==> config.mk <==
export PLATFORM = sky130hd
export DESIGN_NAME = bounded_lcg_random_int_top
export DESIGN_NICKNAME = d
export VERILOG_FILES = /design/src/hw/rtl/blri_pkg.sv /design/src/hw/rtl/bounded_lcg_random_int_top.sv
export SDC_FILE = /design/constraint.sdc
export NUM_CORES = 1
export LEC_CHECK = 0
export CAP_MARGIN = 10
export CORE_MARGIN = 10
export CORE_UTILIZATION = 25
export CTS_CLUSTER_SIZE = 14
export DETAILED_ROUTE_END_ITERATION = 16
export DONT_BUFFER_PORTS = 1
export GPL_TIMING_DRIVEN = 0
export PLACE_DENSITY = 0.37
export SLEW_MARGIN = 20
export SYNTH_ARGS = -nofsm -noshare
export SYNTH_HDL_FRONTEND = slang
export SYNTH_SLANG_ARGS = --single-unit
==> constraint.sdc <==
create_clock -name clk -period 12.87 [get_ports clk]
set_input_delay 1.287 -clock clk [delete_from_list [all_inputs] [get_ports clk]]
set_output_delay 1.287 -clock clk [all_outputs]
set_load 0.03 [all_outputs]
==> src/hw/rtl/blri_pkg.sv <==
package blri_pkg;

    localparam logic [31:0] LCG_MUL     = 32'd1103515245;
    localparam logic [31:0] LCG_ADD     = 32'd12345;
    localparam logic [30:0] BOUND_LIMIT = 31'h4000_0000;
    localparam int          SIGN_BIT    = 30;

    typedef enum logic [2:0] {
        S_IDLE,
        S_SETUP,
        S_STEP,
        S_CHECK,
        S_SIGN,
        S_DONE
    } blri_state_t;

    // Right shift that leaves the top n bits of a 31-bit word, where n is the
    // smallest count of at least one with 2^n not below the bound.
    function automatic logic [4:0] shift_for(input logic [30:0] bound);
        logic [30:0] bm1;
        logic [4:0]  hl;
        bm1 = bound - 31'd1;
        hl  = 5'd1;
        for (int i = 1; i < 31; i++)
        begin
            if (bm1[i])
            begin
                hl = 5'(i + 1);
            end
        end
        return 5'd31 - hl;
    endfunction

endpackage

==> src/hw/rtl/bounded_lcg_random_int_top.sv <==
// Each request carries a bound and returns one random integer whose magnitude
// is at most that bound, with a random sign; bounds above 2^30 are treated as
// 2^30. A 32-bit linear congruential seed, reset to one, is advanced by a
// single multiply-add unit, once per cycle in which it is used. A new request
// is taken only in idle, after the last result is registered for output. A
// zero bound skips rejection sampling; any other bound takes k seed steps,
// each through a multiply state and a compare state, where k is the number
// of steps rejection sampling needs (at least one, under two on average).
module bounded_lcg_random_int_top
(
    input  logic        clk,
    input  logic        rst_n,
    input  logic        s_tvalid,
    output logic        s_tready,
    input  logic [31:0] s_tdata,   // [30:0] max_value, [31] zero
    output logic        m_tvalid,
    input  logic        m_tready,
    output logic [31:0] m_tdata    // [31:0] random_value
);
    import blri_pkg::*;

    blri_state_t state_reg, state_next;
    logic [31:0] seed_reg, seed_next;
    logic [30:0] bound_reg, bound_next;
    logic [4:0]  shamt_reg, shamt_next;
    logic [30:0] cand_reg, cand_next;
    logic [31:0] out_data_reg, out_data_next;
    logic        out_valid_reg, out_valid_next;

    logic [31:0] lcg_next;
    logic [30:0] cand_calc;
    logic [30:0] bound_in;
    logic        out_free;

    assign lcg_next  = 32'(seed_reg * LCG_MUL) + LCG_ADD;
    assign cand_calc = seed_reg[30:0] >> shamt_reg;
    assign bound_in  = (s_tdata[30:0] > BOUND_LIMIT) ? BOUND_LIMIT : s_tdata[30:0];
    assign out_free  = !out_valid_reg || m_tready;

    always_comb
    begin
        state_next = state_reg;
        case (state_reg)
            S_IDLE:
            begin
                if (s_tvalid)
                begin
                    state_next = S_SETUP;
                end
            end
            S_SETUP:
            begin
                state_next = (bound_reg == '0) ? S_SIGN : S_STEP;
            end
            S_STEP:
            begin
                state_next = S_CHECK;
            end
            S_CHECK:
            begin
                state_next = (cand_calc > bound_reg) ? S_STEP : S_SIGN;
            end
            S_SIGN:
            begin
                state_next = S_DONE;
            end
            S_DONE:
            begin
                if (out_free)
                begin
                    state_next = S_IDLE;
                end
            end
            default:
            begin
                state_next = S_IDLE;
            end
        endcase
    end

    always_comb
    begin
        s_tready       = 1'b0;
        seed_next      = seed_reg;
        bound_next     = bound_reg;
        shamt_next     = shamt_reg;
        cand_next      = cand_reg;
        out_data_next  = out_data_reg;
        out_valid_next = out_valid_reg && !m_tready;
        case (state_reg)
            S_IDLE:
            begin
                s_tready   = 1'b1;
                bound_next = bound_in;
            end
            S_SETUP:
            begin
                shamt_next = shift_for(bound_reg);
                cand_next  = '0;
            end
            S_STEP:
            begin
                seed_next = lcg_next;
            end
            S_CHECK:
            begin
                cand_next = cand_calc;
            end
            S_SIGN:
            begin
                seed_next = lcg_next;
            end
            S_DONE:
            begin
                if (out_free)
                begin
                    out_data_next  = seed_reg[SIGN_BIT] ? {1'b0, cand_reg}
                                                        : 32'd0 - {1'b0, cand_reg};
                    out_valid_next = 1'b1;
                end
            end
            default:
            begin
                s_tready = 1'b0;
            end
        endcase
    end

    always_ff @(posedge clk or negedge rst_n)
    begin
        if (!rst_n)
        begin
            state_reg     <= S_IDLE;
            seed_reg      <= 32'd1;
            out_valid_reg <= 1'b0;
        end
        else
        begin
            state_reg     <= state_next;
            seed_reg      <= seed_next;
            out_valid_reg <= out_valid_next;
        end
    end

    always_ff @(posedge clk)
    begin
        bound_reg    <= bound_next;
        shamt_reg    <= shamt_next;
        cand_reg     <= cand_next;
        out_data_reg <= out_data_next;
    end

    assign m_tvalid = out_valid_reg;
    assign m_tdata  = out_data_reg;

    a_accept_to_setup: assert property (@(posedge clk) disable iff (!rst_n)
        s_tvalid && s_tready |=> state_reg == S_SETUP)
        else $error("accepted request did not start setup");

    a_cand_in_bound: assert property (@(posedge clk) disable iff (!rst_n)
        state_reg == S_CHECK && state_next == S_SIGN |-> cand_calc <= bound_reg)
        else $error("candidate above bound was kept");

    a_shift_range: assert property (@(posedge clk) disable iff (!rst_n)
        state_reg == S_STEP |-> shamt_reg >= 5'd1)
        else $error("candidate width out of range");

    a_done_delivers: assert property (@(posedge clk) disable iff (!rst_n)
        state_reg == S_DONE && out_free |=> m_tvalid && state_reg == S_IDLE)
        else $error("finished result not presented");

endmodule

==> flow_summary.toml <==
[global_routing]
global_route.overflow_total = 0
pin_count_of_the_biggest_net_entering_global_routing = 36
grt_first_pass_wirelength_um = 84700
vias_in_the_first_global_route = 13800
antenna_found_initial = 0
total_routing_usage_gr_pct = 13.5

[worst_setup_path]
critPathArrivalTime_ns = 7.85
worst-path-max-fanout = 9
timing.setup.critical_path_class = "reg2reg"
cp.buffers_inverters = 4
critical_path.top_delay_family = "adder cells"
worst_setup_ep_type = "flip-flop"
path_common_cell = "sky130_fd_sc_hd__fa_1"
cpPeakStageDelay_ns = 0.68
critical_path.cell_chain = "ha_1 -> inv_1 -> fa_1 -> fa_1 -> fa_1 -> inv_1 -> fa_1 -> inv_1 -> fa_1 -> fa_1 -> inv_1 -> fa_1 -> ha_1 -> and3_2 -> o211ai_1 -> a21oi_1 -> o21ai_0 -> a21boi_0 -> o21ai_0 -> xor2_1 -> o21ai_0"
critical_path_top_delay_cell = "sky130_fd_sc_hd__ha_1"
worstSetupStartpointType = "flip-flop"
worst-endpoint-required_ns = 13.23

[yosys]
synth_fp_nets = 2317
synth_top_flop_cell = "sky130_fd_sc_hd__edfxtp_1"
post_synth_main_area_contributors = "sky130_fd_sc_hd__fa_1 (21%), sky130_fd_sc_hd__edfxtp_1 (17%), sky130_fd_sc_hd__ha_1 (16%), sky130_fd_sc_hd__inv_1 (8.4%), sky130_fd_sc_hd__dfrtp_1 (4.8%)"
post_syn_instances = 1875
synth_area_leader_cell = "sky130_fd_sc_hd__fa_1"
ys_async_sr_fraction_pct = 26.1
synth_xor_area_share_pct = 4.22
synthAdderAreaFrac_pct = 36.5
yosysWarnings = 0
synth.distinct_cells = 82
synth_top_cell_area_share_pct = 20.7
post_synth_instance_area_sq_um = 17700
synth.ff_latch_count = 134
postSynthAreaPerCell_sq_um = 9.42
synth-simple-area-share_pct = 13.4
synth_seq_area_share_pct = 21.8
synth-edff-count = 99
synth_mux_area_share_pct = 3.65
synth-compound-area-share_pct = 10.6
combinational_family_with_the_most_area_after_synthesis = "adder cells"

[flow_run]
drv.max_cap_violation_count = 0

[floorplan]
num_io_pins = 70
die_area_sq_um = 81700
placement_rows = 97
core_region_area_sq_um = 70000
chipHeight_um = 286
floorplan.initialDensity_pct = 25.2
die_width_um = 286

[detailed_routing]
avgRoutedWirePerCell_um = 19.2
route.detailed.drc = 0
wirelength_um = 54700
drtAntennaViolNets = 0
dr.max_layer_used = "met4"
ratio_of_routed_vias_to_standard_cells = 4.57
1st_pass_router_iterations = 5
m1WireLength_um = 26000
met3_length_um = 2440
num_vias = 13000
dr.first_iter.drc_count = 740
route.met2.wl_um = 25500

[timing]
finalCriticalPeriod_ns = 7.49
final.setup_skew_ns = 0.0102
finalCritPeriodShare_pct = 58.2
max_clock_freq_ghz = 0.134
timing.max_slew.rel_slack_pct = 32.4
final-max-slew-violation-count = 0
final_hold_violations = 0
tightestPinTransition_ns = 1.01
fin_setup_tns_ns = 0
setup_viol = 0
unrepaired_setup_endpoints_after_global_routing = "false"

[cells_and_area]
synthToLayoutAreaGrowth_pct = 10.3
drive_gt1_share_pct = 5.75
largest_reg_flops = 32
layout.nets = 2341
layout_commonest_cell = "sky130_fd_sc_hd__inv_1"
mostFrequentLayoutCells = "sky130_fd_sc_hd__inv_1 (396), sky130_fd_sc_hd__ha_1 (223), sky130_fd_sc_hd__fa_1 (183), sky130_fd_sc_hd__nand2_1 (128), sky130_fd_sc_hd__nor2_1 (105)"

[worst_hold_path]
worst_hold_path_type = "reg2reg"

[placement]
gp_routability_congestion = 0.858
placement.io_buffers = 0
place_hpwl_um = 46300

[cts]
tritoncts = "yes"
clkTransAtPathRegs_ns = 0.06
cts.sinks = 134
cts_inserted_buffers = 17
cts.root.buffer_cell = "sky130_fd_sc_hd__clkbuf_16"
cts_htree_levels = 4
cts_resized = 0
post_cts_hold_buffer_count = 0
clock_tree_buffer_depth = 2
postCtsSetupRepairBufs = 0
worst_skew_pair_later_pin_latency_ns = 0.45

[outcome]
outcome = "completed"
[cell families after synthesis]
kind of cell / Yosys count
xor gates and xnor gates: 85
adders and majority gates: 406
buffers and inverters: 450
DFF: 134
AOI/OAI and AO/OA: 287
and+or+nand+nor: 466
muxes: 47
[final cells by class]
class / count / area (sq um)
fillers: 7481 / 50500
multi-input cells: 1291 / 12100
flip-flops and latches: 134 / 3850
inverters: 396 / 1490
well taps: 940 / 1180
clock buffers: 17 / 425
plain buffers: 54 / 245
clock inverters: 15 / 160
repair buffers: 5 / 53.8
diodes: 1 / 2.50
[worst paths after layout]
kind | depth (start not counted) | slack (ns) | startpoint | endpoint
hold / removal | 0 | 0.51 | cand_reg[0] | m_tdata[0]
min in group asynchronous | 0 | 0.53 | rst_n | seed_reg[26]
setup / recovery | 21 | 5.38 | seed_reg[7] | seed_reg[28]
max in group asynchronous | 0 | 12.13 | rst_n | seed_reg[0]
hold reg to reg | 0 | 0.51 | cand_reg[0] | m_tdata[0]
setup reg to reg | 21 | 5.38 | seed_reg[7] | seed_reg[28]
[stage by stage]
stage	std cells	cell area (sq um)	hold WS, ns	util, %	setup WS [ns]
global placement	2815	18800	0.486	26.9	5.45
CTS	2852	19500	0.505	27.8	5.40
finish	2853	19500	0.505	27.8	5.38
floorplan	1875	17700	0.452	-	6.38
detailed placement	2820	18900	0.497	27.0	5.41
global route	2852	19500	0.498	27.8	4.88
[cells in the mapped netlist (6+ instances only)]
| library cell | count |
|---|---|
| sky130_fd_sc_hd__mux2_2 | 9 |
| sky130_fd_sc_hd__nand4_1 | 22 |
| sky130_fd_sc_hd__and3_1 | 8 |
| sky130_fd_sc_hd__a211o_1 | 6 |
| sky130_fd_sc_hd__xor2_1 | 40 |
| sky130_fd_sc_hd__a21o_1 | 23 |
| sky130_fd_sc_hd__clkbuf_1 | 36 |
| sky130_fd_sc_hd__o21a_1 | 12 |
| sky130_fd_sc_hd__dfrtp_1 | 34 |
| sky130_fd_sc_hd__mux4_2 | 13 |
| sky130_fd_sc_hd__edfxtp_1 | 99 |
| sky130_fd_sc_hd__a21oi_1 | 69 |
| sky130_fd_sc_hd__a31oi_1 | 23 |
| sky130_fd_sc_hd__and2_1 | 30 |
| sky130_fd_sc_hd__nor2_1 | 105 |
| sky130_fd_sc_hd__buf_2 | 11 |
| sky130_fd_sc_hd__o31ai_1 | 7 |
| sky130_fd_sc_hd__o21ai_0 | 69 |
| sky130_fd_sc_hd__nand2_1 | 128 |
| sky130_fd_sc_hd__o21ai_1 | 10 |
| sky130_fd_sc_hd__nand3_1 | 32 |
| sky130_fd_sc_hd__mux2i_1 | 25 |
| sky130_fd_sc_hd__fa_1 | 183 |
| sky130_fd_sc_hd__xnor2_1 | 45 |
| sky130_fd_sc_hd__ha_1 | 223 |
| sky130_fd_sc_hd__o211a_1 | 8 |
| sky130_fd_sc_hd__nor3_1 | 43 |
| sky130_fd_sc_hd__a211oi_1 | 9 |
| sky130_fd_sc_hd__nor2b_1 | 25 |
| sky130_fd_sc_hd__o211ai_1 | 8 |
| sky130_fd_sc_hd__inv_1 | 396 |
| sky130_fd_sc_hd__nor4_1 | 18 |
| sky130_fd_sc_hd__nand2b_1 | 11 |
[metal layers]
layer  GRT usage [%]  up-vias
met4            2.61        0
met3            2.29       44
met2            22.1      286
met1            18.6     6399
li1                -     6315
met5               0        -
Power is left out: the tool's default activity adds up to more than one toggle a clock period on the data nets, which glitch-free logic cannot reach.
